### src/rtl/core/ae_pkg.sv
// Shared constants and controller/datapath interface types for the arithmetic encoder.
package ae_pkg;

    localparam int DefPrecisionBits = 28;
    localparam int DefCountBits     = 16;

    // Renormalization limits per encode word
    localparam int LoopCap   = 64;
    localparam int ResultCap = 28;
    localparam int LoopW     = 7;
    localparam int ResultW   = 5;

    // Fixed field widths of the stream words
    localparam int CumLowW    = 16;
    localparam int CumHighW   = 17;
    localparam int FollowW    = 16;
    localparam int InDataW    = 56;
    localparam int OutDataW   = 24;

    typedef struct packed {
        logic load;          // capture an accepted input word
        logic mul_hi;        // span * cum_high into the upper divider
        logic mul_lo;        // span * cum_low into the lower divider
        logic div_step;      // one quotient bit on both dividers
        logic update;        // narrow the range from the quotients
        logic renorm_step;   // one renormalization iteration
        logic release_last;  // move the held result out, marked last
        logic flush;         // final bit and return to reset values
    } ae_cmd_t;

    typedef struct packed {
        logic in_op;         // opcode of the word on the input port
        logic in_ok;         // interval on the input port is usable
        logic emit;          // this iteration emits a bit
        logic mid;           // this iteration expands about the middle
        logic hold_vld;      // a result waits in the hold register
        logic out_free;      // output register can take a word this cycle
    } ae_stat_t;

endpackage

### src/rtl/core/arithmetic_encoder_core.sv
// Top level of the integer arithmetic encoder: stream ports, controller and datapath.
//
//  Port group   Dir   Carries
//  s_*          in    one encode or flush word (cum_low, cum_high, total_count; opcode)
//  m_*          out   one emitted code bit with its follow count, tlast on the last one
//
//  Sequence: an encode word passes from the idle state that takes it through the two
//  multiply states, the serial divider steps, the range update and the renormalization
//  state, which runs the renormalization iterations and closes when none is left. A
//  flush passes through the flush state; a rejected interval is taken and dropped in
//  the idle state.
//  Reset: aresetn low for one clock sets the range to [0, 2^PRECISION_BITS), clears
//  the pending count and drops any word in the output register.
//  Stalls: while m_tready is low, renormalization halts at an emission that finds both
//  the output register and the hold slot full; input is taken again as soon as the
//  last result sits in the output register.
module arithmetic_encoder_core #(
    parameter int PRECISION_BITS = ae_pkg::DefPrecisionBits,
    parameter int COUNT_BITS     = ae_pkg::DefCountBits
) (
    input  logic                          aclk,
    input  logic                          aresetn,
    // Input words
    input  logic                          s_tvalid,
    output logic                          s_tready,
    // [15:0] cum_low, [32:16] cum_high, [49:33] total_count, [55:50] zero
    input  logic [ae_pkg::InDataW-1:0]    s_tdata,
    // [0] opcode: 0 encode, 1 flush
    input  logic                          s_tuser,
    // Result words
    output logic                          m_tvalid,
    input  logic                          m_tready,
    // [0] emitted_bit, [16:1] follow_count, [23:17] zero
    output logic [ae_pkg::OutDataW-1:0]   m_tdata,
    output logic                          m_tlast
);
    import ae_pkg::*;

    // Commands from the sequencer, status back from the datapath
    ae_cmd_t  cmd;
    ae_stat_t st;

    // Sequencer: idle, multiply, divide, update, renormalize, flush
    ae_ctrl #(
        .PRECISION_BITS (PRECISION_BITS)
    ) u_ctrl (
        .aclk     (aclk),
        .aresetn  (aresetn),
        .s_tvalid (s_tvalid),
        .s_tready (s_tready),
        .st       (st),
        .cmd      (cmd)
    );

    // Datapath: range registers, scaling, renormalization and output register
    ae_dp #(
        .PRECISION_BITS (PRECISION_BITS),
        .COUNT_BITS     (COUNT_BITS)
    ) u_dp (
        .aclk     (aclk),
        .aresetn  (aresetn),
        .s_tdata  (s_tdata),
        .s_tuser  (s_tuser),
        .m_tvalid (m_tvalid),
        .m_tready (m_tready),
        .m_tdata  (m_tdata),
        .m_tlast  (m_tlast),
        .cmd      (cmd),
        .st       (st)
    );

endmodule

### src/rtl/core/ae_div.sv
// Restoring divider, one quotient bit per cycle while step is high, for the range scaling.
module ae_div #(
    parameter int PRECISION_BITS = ae_pkg::DefPrecisionBits
) (
    input  logic                        aclk,
    input  logic                        load,
    input  logic                        step,
    input  logic [PRECISION_BITS+17:0]  dividend,
    input  logic [16:0]                 divisor,
    output logic [PRECISION_BITS:0]     quotient
);
    import ae_pkg::*;

    localparam int P = PRECISION_BITS;

    logic [16:0] rem_reg, rem_next;
    logic [P:0]  q_reg, q_next;
    logic [17:0] trial;
    logic [17:0] diff;
    logic        ge;

    // Upper bits of the dividend are known to stay below the divisor.
    always_comb begin
        trial    = {rem_reg, q_reg[P]};
        ge       = trial >= {1'b0, divisor};
        diff     = trial - {1'b0, divisor};
        rem_next = ge ? diff[16:0] : trial[16:0];
        q_next   = {q_reg[P-1:0], ge};
    end

    always_ff @(posedge aclk) begin
        if (load) begin
            rem_reg <= dividend[P+17:P+1];
            q_reg   <= dividend[P:0];
        end else if (step) begin
            rem_reg <= rem_next;
            q_reg   <= q_next;
        end
    end

    assign quotient = q_reg;

endmodule

### src/rtl/core/ae_ctrl.sv
// Sequencing state machine for the arithmetic encoder.
module ae_ctrl #(
    parameter int PRECISION_BITS = ae_pkg::DefPrecisionBits
) (
    input  logic             aclk,
    input  logic             aresetn,
    input  logic             s_tvalid,
    output logic             s_tready,
    input  ae_pkg::ae_stat_t st,
    output ae_pkg::ae_cmd_t  cmd
);
    import ae_pkg::*;

    localparam int P    = PRECISION_BITS;
    localparam int DivW = $clog2(P + 1);

    localparam logic [2:0] StIdle   = 3'd0;
    localparam logic [2:0] StMulHi  = 3'd1;
    localparam logic [2:0] StMulLo  = 3'd2;
    localparam logic [2:0] StDiv    = 3'd3;
    localparam logic [2:0] StUpdate = 3'd4;
    localparam logic [2:0] StRenorm = 3'd5;
    localparam logic [2:0] StFlush  = 3'd6;

    logic [2:0]      state_reg, state_next;
    logic [DivW-1:0] div_cnt_reg, div_cnt_next;

    always_comb begin
        state_next   = state_reg;
        div_cnt_next = div_cnt_reg;
        cmd          = '0;
        unique case (state_reg)
            StIdle: begin
                cmd.load = s_tvalid;
                if (s_tvalid) begin
                    if (st.in_op) begin
                        state_next = StFlush;
                    end else if (st.in_ok) begin
                        state_next = StMulHi;
                    end
                end
            end
            StMulHi: begin
                cmd.mul_hi = 1'b1;
                state_next = StMulLo;
            end
            StMulLo: begin
                cmd.mul_lo   = 1'b1;
                div_cnt_next = '0;
                state_next   = StDiv;
            end
            StDiv: begin
                cmd.div_step = 1'b1;
                div_cnt_next = div_cnt_reg + 1'b1;
                if (div_cnt_reg == DivW'(P)) begin
                    state_next = StUpdate;
                end
            end
            StUpdate: begin
                cmd.update = 1'b1;
                state_next = StRenorm;
            end
            StRenorm: begin
                if (st.emit) begin
                    // stall while an earlier result cannot leave the hold slot
                    cmd.renorm_step = !st.hold_vld || st.out_free;
                end else if (st.mid) begin
                    cmd.renorm_step = 1'b1;
                end else if (st.hold_vld) begin
                    if (st.out_free) begin
                        cmd.release_last = 1'b1;
                        state_next       = StIdle;
                    end
                end else begin
                    state_next = StIdle;
                end
            end
            StFlush: begin
                if (st.out_free) begin
                    cmd.flush  = 1'b1;
                    state_next = StIdle;
                end
            end
            default: begin
                state_next = StIdle;
            end
        endcase
    end

    always_ff @(posedge aclk) begin
        if (!aresetn) begin
            state_reg   <= StIdle;
            div_cnt_reg <= '0;
        end else begin
            state_reg   <= state_next;
            div_cnt_reg <= div_cnt_next;
        end
    end

    assign s_tready = (state_reg == StIdle);

endmodule

### src/rtl/core/ae_dp.sv
// Range, pending count, scaling and renormalization datapath of the encoder.
module ae_dp #(
    parameter int PRECISION_BITS = ae_pkg::DefPrecisionBits,
    parameter int COUNT_BITS     = ae_pkg::DefCountBits
) (
    input  logic                          aclk,
    input  logic                          aresetn,
    input  logic [ae_pkg::InDataW-1:0]    s_tdata,
    input  logic                          s_tuser,
    output logic                          m_tvalid,
    input  logic                          m_tready,
    output logic [ae_pkg::OutDataW-1:0]   m_tdata,
    output logic                          m_tlast,
    input  ae_pkg::ae_cmd_t               cmd,
    output ae_pkg::ae_stat_t              st
);
    import ae_pkg::*;

    localparam int P = PRECISION_BITS;
    localparam int C = COUNT_BITS;

    localparam logic [P:0]  CodeMax   = (P+1)'(1) << P;
    localparam logic [P:0]  Half      = (P+1)'(1) << (P - 1);
    localparam logic [P:0]  Quarter   = (P+1)'(1) << (P - 2);
    localparam logic [P:0]  ThreeQ    = Half + Quarter;
    localparam logic [16:0] CountLim  = 17'(1) << C;

    // Input word fields
    logic [15:0] in_lo;
    logic [16:0] in_hi;
    logic [16:0] in_tot;

    assign in_lo  = s_tdata[15:0];
    assign in_hi  = s_tdata[32:16];
    assign in_tot = s_tdata[49:33];

    logic [15:0]        op_lo_reg;
    logic [16:0]        op_hi_reg;
    logic [16:0]        op_tot_reg;
    logic [P-1:0]       low_reg;
    logic [P:0]         high_reg;
    logic [C-1:0]       pend_reg;
    logic [LoopW-1:0]   iter_reg;
    logic [ResultW-1:0] emit_cnt_reg;
    logic               hold_vld_reg;
    logic               hold_bit_reg;
    logic [C-1:0]       hold_cnt_reg;
    logic               out_vld_reg;
    logic               out_bit_reg;
    logic [C-1:0]       out_cnt_reg;
    logic               out_last_reg;

    logic [P:0]    span;
    logic [16:0]   mul_op;
    logic [P+17:0] mul_prod;
    logic [P:0]    q_hi;
    logic [P:0]    q_lo;
    logic [P:0]    low_ext;
    logic          below_half;
    logic          upper_half;
    logic          middle;
    logic          capped;
    logic          emit_bit;
    logic [P:0]    sub;
    logic [P:0]    low_next;
    logic [P:0]    high_next;
    logic [C-1:0]  pend_sat;
    logic          out_free;
    logic          push_hold;

    // Scaling multiply, registered inside the dividers
    assign span     = high_reg - {1'b0, low_reg};
    assign mul_op   = cmd.mul_hi ? op_hi_reg : {1'b0, op_lo_reg};
    assign mul_prod = {17'd0, span} * {{(P+1){1'b0}}, mul_op};

    ae_div #(.PRECISION_BITS(P)) u_div_hi (
        .aclk     (aclk),
        .load     (cmd.mul_hi),
        .step     (cmd.div_step),
        .dividend (mul_prod),
        .divisor  (op_tot_reg),
        .quotient (q_hi)
    );

    ae_div #(.PRECISION_BITS(P)) u_div_lo (
        .aclk     (aclk),
        .load     (cmd.mul_lo),
        .step     (cmd.div_step),
        .dividend (mul_prod),
        .divisor  (op_tot_reg),
        .quotient (q_lo)
    );

    // Renormalization decision
    always_comb begin
        low_ext    = {1'b0, low_reg};
        below_half = high_reg < Half;
        upper_half = low_ext >= Half;
        middle     = (low_ext > Quarter) && (high_reg < ThreeQ);
        capped     = (iter_reg == LoopW'(LoopCap)) || (emit_cnt_reg == ResultW'(ResultCap));
        emit_bit   = !below_half;
        if (below_half) begin
            sub = '0;
        end else if (upper_half) begin
            sub = Half;
        end else begin
            sub = Quarter;
        end
        low_next  = (low_ext - sub) << 1;
        high_next = (high_reg - sub) << 1;
        pend_sat  = (pend_reg == {C{1'b1}}) ? pend_reg : pend_reg + 1'b1;
    end

    assign out_free  = !out_vld_reg || m_tready;
    assign push_hold = cmd.renorm_step && st.emit && hold_vld_reg;

    always_comb begin
        st.in_op    = s_tuser;
        st.in_ok    = (in_tot != 17'd0) && (in_tot <= CountLim) &&
                      ({1'b0, in_lo} < in_hi) && (in_hi <= in_tot);
        st.emit     = !capped && (below_half || upper_half);
        st.mid      = !capped && !(below_half || upper_half) && middle;
        st.hold_vld = hold_vld_reg;
        st.out_free = out_free;
    end

    // Input operand capture
    always_ff @(posedge aclk) begin
        if (cmd.load) begin
            op_lo_reg  <= in_lo;
            op_hi_reg  <= in_hi;
            op_tot_reg <= in_tot;
        end
    end

    // Coding state
    always_ff @(posedge aclk) begin
        if (!aresetn || cmd.flush) begin
            low_reg  <= '0;
            high_reg <= CodeMax;
            pend_reg <= '0;
        end else if (cmd.update) begin
            high_reg <= low_ext + q_hi;
            low_reg  <= P'(low_ext + q_lo);
        end else if (cmd.renorm_step) begin
            low_reg  <= low_next[P-1:0];
            high_reg <= high_next;
            if (st.emit) begin
                pend_reg <= '0;
            end else begin
                pend_reg <= pend_sat;
            end
        end
    end

    // Iteration and emission counters
    always_ff @(posedge aclk) begin
        if (!aresetn || cmd.load) begin
            iter_reg     <= '0;
            emit_cnt_reg <= '0;
        end else if (cmd.renorm_step) begin
            iter_reg <= iter_reg + 1'b1;
            if (st.emit) begin
                emit_cnt_reg <= emit_cnt_reg + 1'b1;
            end
        end
    end

    // Hold the newest result until it is known whether it is the last one
    always_ff @(posedge aclk) begin
        if (!aresetn) begin
            hold_vld_reg <= 1'b0;
        end else if (cmd.renorm_step && st.emit) begin
            hold_vld_reg <= 1'b1;
        end else if (cmd.release_last) begin
            hold_vld_reg <= 1'b0;
        end
    end

    always_ff @(posedge aclk) begin
        if (cmd.renorm_step && st.emit) begin
            hold_bit_reg <= emit_bit;
            hold_cnt_reg <= pend_reg;
        end
    end

    // Output register
    always_ff @(posedge aclk) begin
        if (!aresetn) begin
            out_vld_reg <= 1'b0;
        end else if (cmd.flush || cmd.release_last || push_hold) begin
            out_vld_reg <= 1'b1;
        end else if (m_tready) begin
            out_vld_reg <= 1'b0;
        end
    end

    always_ff @(posedge aclk) begin
        if (cmd.flush) begin
            out_bit_reg  <= !(low_ext < Quarter);
            out_cnt_reg  <= pend_sat;
            out_last_reg <= 1'b1;
        end else if (cmd.release_last || push_hold) begin
            out_bit_reg  <= hold_bit_reg;
            out_cnt_reg  <= hold_cnt_reg;
            out_last_reg <= cmd.release_last;
        end
    end

    assign m_tvalid = out_vld_reg;
    assign m_tdata  = {7'd0, FollowW'(out_cnt_reg), out_bit_reg};
    assign m_tlast  = out_last_reg;

    a_range_order: assert property (@(posedge aclk) disable iff (!aresetn)
        {1'b0, low_reg} <= high_reg)
        else $error("range low above range high");

    a_range_top: assert property (@(posedge aclk) disable iff (!aresetn)
        high_reg <= CodeMax)
        else $error("range high beyond code maximum");

    a_hold_counted: assert property (@(posedge aclk) disable iff (!aresetn)
        hold_vld_reg |-> (emit_cnt_reg != '0))
        else $error("held result without a counted emission");

    a_out_load_free: assert property (@(posedge aclk) disable iff (!aresetn)
        (cmd.flush || cmd.release_last || push_hold) |-> out_free)
        else $error("output register overwritten while full");

    a_caps: assert property (@(posedge aclk) disable iff (!aresetn)
        (iter_reg <= LoopW'(LoopCap)) && (emit_cnt_reg <= ResultW'(ResultCap)))
        else $error("renormalization counters beyond their limits");

endmodule
### config.mk
export PLATFORM = sky130hd
export DESIGN_NAME = arithmetic_encoder_core
export DESIGN_NICKNAME = d
export VERILOG_FILES = /design/src/rtl/core/ae_pkg.sv /design/src/rtl/core/arithmetic_encoder_core.sv /design/src/rtl/core/ae_div.sv /design/src/rtl/core/ae_ctrl.sv /design/src/rtl/core/ae_dp.sv
export SDC_FILE = /design/constraint.sdc
export NUM_CORES = 2
export LEC_CHECK = 0
export BUFFER_PORTS_ARGS = -buffer_cell sky130_fd_sc_hd__buf_2
export CORE_MARGIN = 3
export CORE_UTILIZATION = 40
export DETAILED_ROUTE_END_ITERATION = 10
export SLEW_MARGIN = 30
export SYNTH_ARGS = -nofsm -noshare
export SYNTH_HDL_FRONTEND = slang
export SYNTH_HIERARCHICAL = 1
export SYNTH_SLANG_ARGS = --single-unit
export TNS_END_PERCENT = 5
### constraint.sdc
create_clock -name aclk -period 11.5 [get_ports aclk]
set_input_delay 2.3 -clock aclk [delete_from_list [all_inputs] [get_ports aclk]]
set_output_delay 2.3 -clock aclk [all_outputs]
set_load 0.05 [all_outputs]
==> impl_metrics.prom <==
# TYPE chip_impl_metric gauge
chip_impl_metric{name="synthSimpleGateAreaFrac",unit="%"} 14.0
chip_impl_metric{name="r2r_cells",unit=""} 30
chip_impl_metric{name="finClkSkew",unit="ns"} 0.0206
chip_impl_metric{name="gp_congestion",unit=""} 0.869
chip_impl_info{name="synthFlopType",value="sky130_fd_sc_hd__edfxtp_1"} 1
chip_impl_metric{name="synth_top_area_share",unit="%"} 23.8
chip_impl_metric{name="postSynthRegisterBits",unit=""} 272
chip_impl_metric{name="floorplan.die.width",unit="µm"} 299
chip_impl_metric{name="htree_levels",unit=""} 2
chip_impl_info{name="routed.top_layer",value="met5"} 1
chip_impl_info{name="synth_top_family_by_area",value="adder cells"} 1
chip_impl_metric{name="synthesis.area_per_instance",unit="µm²"} 9.04
chip_impl_metric{name="maxSlewHeadroom",unit="%"} 31.1
chip_impl_info{name="holdCritStartpoint",value="u_dp/m_tlast"} 1
chip_impl_metric{name="finalNetCount",unit=""} 4579
chip_impl_info{name="mostFrequentLayoutCells",value="sky130_fd_sc_hd__inv_1, sky130_fd_sc_hd__nand2_1, sky130_fd_sc_hd__fa_1, sky130_fd_sc_hd__nor2_1, sky130_fd_sc_hd__ha_1"} 1
chip_impl_metric{name="buffer_ports.inserted",unit=""} 74
chip_impl_metric{name="fin_crit",unit="ns"} 10.0
chip_impl_metric{name="totalWireLength",unit="µm"} 95800
chip_impl_metric{name="drive_above_1_share",unit="%"} 8.83
chip_impl_info{name="synth.top_cells.by_area",value="sky130_fd_sc_hd__fa_1, sky130_fd_sc_hd__edfxtp_1, sky130_fd_sc_hd__ha_1, sky130_fd_sc_hd__inv_1, sky130_fd_sc_hd__dfxtp_1"} 1
chip_impl_metric{name="drc",unit=""} 0
chip_impl_metric{name="final_max_slew_viol_count",unit=""} 0
chip_impl_info{name="rr_endpoint",value="u_dp/u_div_hi/rem_reg[13]"} 1
chip_impl_metric{name="wl_met1",unit="µm"} 41500
chip_impl_metric{name="initial_utilization",unit="%"} 40.8
chip_impl_info{name="critical-path-top-cell-by-count",value="sky130_fd_sc_hd__fa_1"} 1
chip_impl_metric{name="synth_cells",unit=""} 3811
chip_impl_metric{name="hold_path_depth",unit=""} 2
chip_impl_metric{name="amount_of_wire_on_met2_after_detailed_routing",unit="µm"} 45200
chip_impl_info{name="status",value="finished, final reports clean"} 1
chip_impl_info{name="r2r-start",value="u_dp/low_reg[0]"} 1
chip_impl_metric{name="post_synth_instance_area",unit="mm²"} 0.0344
chip_impl_metric{name="io_pins",unit=""} 88
chip_impl_info{name="criticalPathCategory",value="reg2reg"} 1
chip_impl_info{name="grt_setup_unrepaired",value="false"} 1
chip_impl_metric{name="final.hold.worst_slack",unit="ns"} 0.448
chip_impl_metric{name="finalHoldViolations",unit=""} 0
chip_impl_metric{name="synth_async_sr_flop_share",unit="%"} 0
chip_impl_metric{name="yosys.area_share.xor_xnor",unit="%"} 4.60
chip_impl_info{name="cp_slowest_cell",value="sky130_fd_sc_hd__xnor2_1"} 1
chip_impl_metric{name="postCtsSetupRepairBufs",unit=""} 0
chip_impl_metric{name="critPathArrivalTime",unit="ns"} 10.40
chip_impl_metric{name="syn_to_final_growth",unit="%"} 8.81
chip_impl_metric{name="grt_pass1_vias",unit=""} 26675
chip_impl_metric{name="n_antenna_cell",unit=""} 0
chip_impl_metric{name="synth-edff-count",unit=""} 176
chip_impl_metric{name="synthMuxAreaShare",unit="%"} 4.27
chip_impl_metric{name="finalInstanceArea",unit="mm²"} 0.0375
chip_impl_metric{name="yosys.area_share.adder",unit="%"} 33.8
chip_impl_metric{name="cts.reportedPaths.clkPinSlew",unit="ns"} 0.06
chip_impl_metric{name="rows",unit=""} 106
chip_impl_info{name="hold_path_class",value="reg2reg"} 1
chip_impl_metric{name="core",unit="mm²"} 0.0845
chip_impl_info{name="holdPathEnd",value="u_dp/m_tlast"} 1
chip_impl_metric{name="share_of_the_synthesized_area_in_compound_gates_ao_oa_aoi_oai",unit="%"} 13.6
chip_impl_metric{name="grt_pass1_wl",unit="µm"} 152000
chip_impl_metric{name="grt_start_max_net_pins",unit=""} 67
chip_impl_metric{name="track_usage",unit="%"} 21.5
chip_impl_metric{name="finalSetupViolCount",unit=""} 0
chip_impl_metric{name="nFillCells",unit=""} 8228
chip_impl_metric{name="hpwl_reported_at_the_end_of_detailed_placement",unit="µm"} 74700
chip_impl_metric{name="clock_latency",unit="ns"} 0.57
chip_impl_metric{name="detail_route.first_pass.iterations",unit=""} 5
chip_impl_metric{name="crit_fanout",unit=""} 11
chip_impl_metric{name="ff2ff_setup_slack",unit="ns"} 1.50
chip_impl_metric{name="cts_hold_buf",unit=""} 0
chip_impl_metric{name="post_dp_cell_area",unit="mm²"} 0.0361
chip_impl_metric{name="cts_buffers",unit=""} 37
chip_impl_metric{name="final_antenna_net_count",unit=""} 0
chip_impl_metric{name="wl_met3",unit="µm"} 5680
chip_impl_metric{name="synth_warnings",unit=""} 6
chip_impl_metric{name="grt.overflow.total",unit=""} 0
chip_impl_metric{name="routedWlPerCell",unit="µm"} 19.2
chip_impl_metric{name="clockBufferDepth",unit=""} 3
chip_impl_metric{name="distinct_cells_synth",unit=""} 101
chip_impl_metric{name="reported_max_cap_violation_count",unit=""} 0
chip_impl_metric{name="detail_route.vias_per_cell",unit=""} 5.34
chip_impl_metric{name="cts_num_sinks",unit=""} 272
chip_impl_info{name="clock-root-buffer",value="sky130_fd_sc_hd__clkbuf_16"} 1
chip_impl_info{name="cts_tree",value="built"} 1
chip_impl_metric{name="required",unit="ns"} 11.90
chip_impl_info{name="worst_setup_path_start_kind",value="flip-flop"} 1
chip_impl_metric{name="critical_path.n_buffers_inverters",unit=""} 3
chip_impl_metric{name="fin_setup_tns",unit="ns"} 0
chip_impl_metric{name="first_iter_violations",unit=""} 1647
chip_impl_metric{name="cts_repair_resize_count",unit=""} 0
chip_impl_info{name="commonest_non_fill_non_tap_cell_in_the_layout",value="sky130_fd_sc_hd__inv_1"} 1
chip_impl_metric{name="die_height",unit="µm"} 299
chip_impl_metric{name="number_of_vias_in_the_routed_layout",unit=""} 26670
chip_impl_info{name="path_delay_family",value="adder cells"} 1
chip_impl_info{name="netlist.top_cell.by_area",value="sky130_fd_sc_hd__fa_1"} 1
chip_impl_metric{name="seq_area_frac_synth",unit="%"} 20.9
chip_impl_metric{name="antenna_violations_before_repair",unit=""} 2
chip_impl_metric{name="die_area",unit="mm²"} 0.0896
chip_impl_metric{name="min_period_over_period",unit="%"} 87.0
chip_impl_metric{name="tightestPinTransition",unit="ns"} 1.01
chip_impl_info{name="cp-end-kind",value="flip-flop"} 1
chip_impl_metric{name="max_freq",unit="MHz"} 100
chip_impl_metric{name="cp_slowest_stage_delay",unit="ns"} 0.79
-- synthesized netlist by cell type, drive strengths merged, types with 22 or more instances --
master and number:
a211oi 73, a21o 67, a21oi 214, a31oi 38, and2 46, and3 22, buf 43, clkbuf 111
dfxtp 96, edfxtp 176, fa 409, ha 277, inv 619, mux2 86, mux2i 50, nand2 411
nand2b 32, nand3 50, nand4 28, nor2 329, nor2b 44, nor3 29, o21a 26, o21ai 123
xnor2 96, xor2 79
-- stage by stage --
| step | util, % | setup WS (ns) | cells |
|---|---|---|---|
| after floorplan | - | 3.18 | 3817 |
| after global placement | 42.6 | 1.61 | 4926 |
| after detailed placement | 42.7 | 1.62 | 4926 |
| after CTS | 44.3 | 1.56 | 4994 |
| after global routing | 44.3 | 0.935 | 4995 |
| final | 44.3 | 1.50 | 4995 |
-- logic make-up after synthesis --
family                   Yosys count
buffers and inverters            773
XOR/XNOR                         175
AND/OR/NAND/NOR                 1064
flip-flops                       272
multiplexers                     136
other                              1
adder cells (fa/ha/maj)          686
AO/OA/AOI/OAI                    704
-- area by class of cell --
class / count / area, µm² / area share, %
Tap cell: 1134 / 1420 / 3.79
Sequential cell: 272 / 7210 / 19.2
Multi-Input combinational cell: 2772 / 24400 / 65.0
Clock inverter: 21 / 315 / 0.842
Inverter: 619 / 2320 / 6.20
Timing Repair Buffer: 130 / 811 / 2.16
Clock buffer: 47 / 1030 / 2.74
-- worst min-delay path, delay by kind of cell (launching register included) --
kind	cells	cell delay, ns
DFF	1	0.31
and+or+nand+nor	2	0.09
-- worst max-delay path by stage --
stage                        start                        end  cells past startpoint
6_report           u_dp/low_reg[0]  u_dp/u_div_hi/rem_reg[13]                     30
5_1_grt            u_dp/low_reg[0]  u_dp/u_div_lo/rem_reg[13]                     30
4_1_cts            u_dp/low_reg[0]  u_dp/u_div_hi/rem_reg[13]                     30
3_5_place_dp       u_dp/low_reg[0]  u_dp/u_div_hi/rem_reg[13]                     30
3_3_place_gp       u_dp/low_reg[0]  u_dp/u_div_hi/rem_reg[13]                     30
2_1_floorplan  u_ctrl/state_reg[0]  u_dp/u_div_hi/rem_reg[16]                     27
-- layer usage --
layer  vias to the layer above  global-route usage, %
met3                       184                   3.45
met5                         -                      0
met4                         2                   7.05
met2                       700                   36.2
li1                      12660                      -
met1                     13124                   28.2
Power is left out: the tool's default activity adds up to more than one toggle a clock period on the data nets, which glitch-free logic cannot reach.
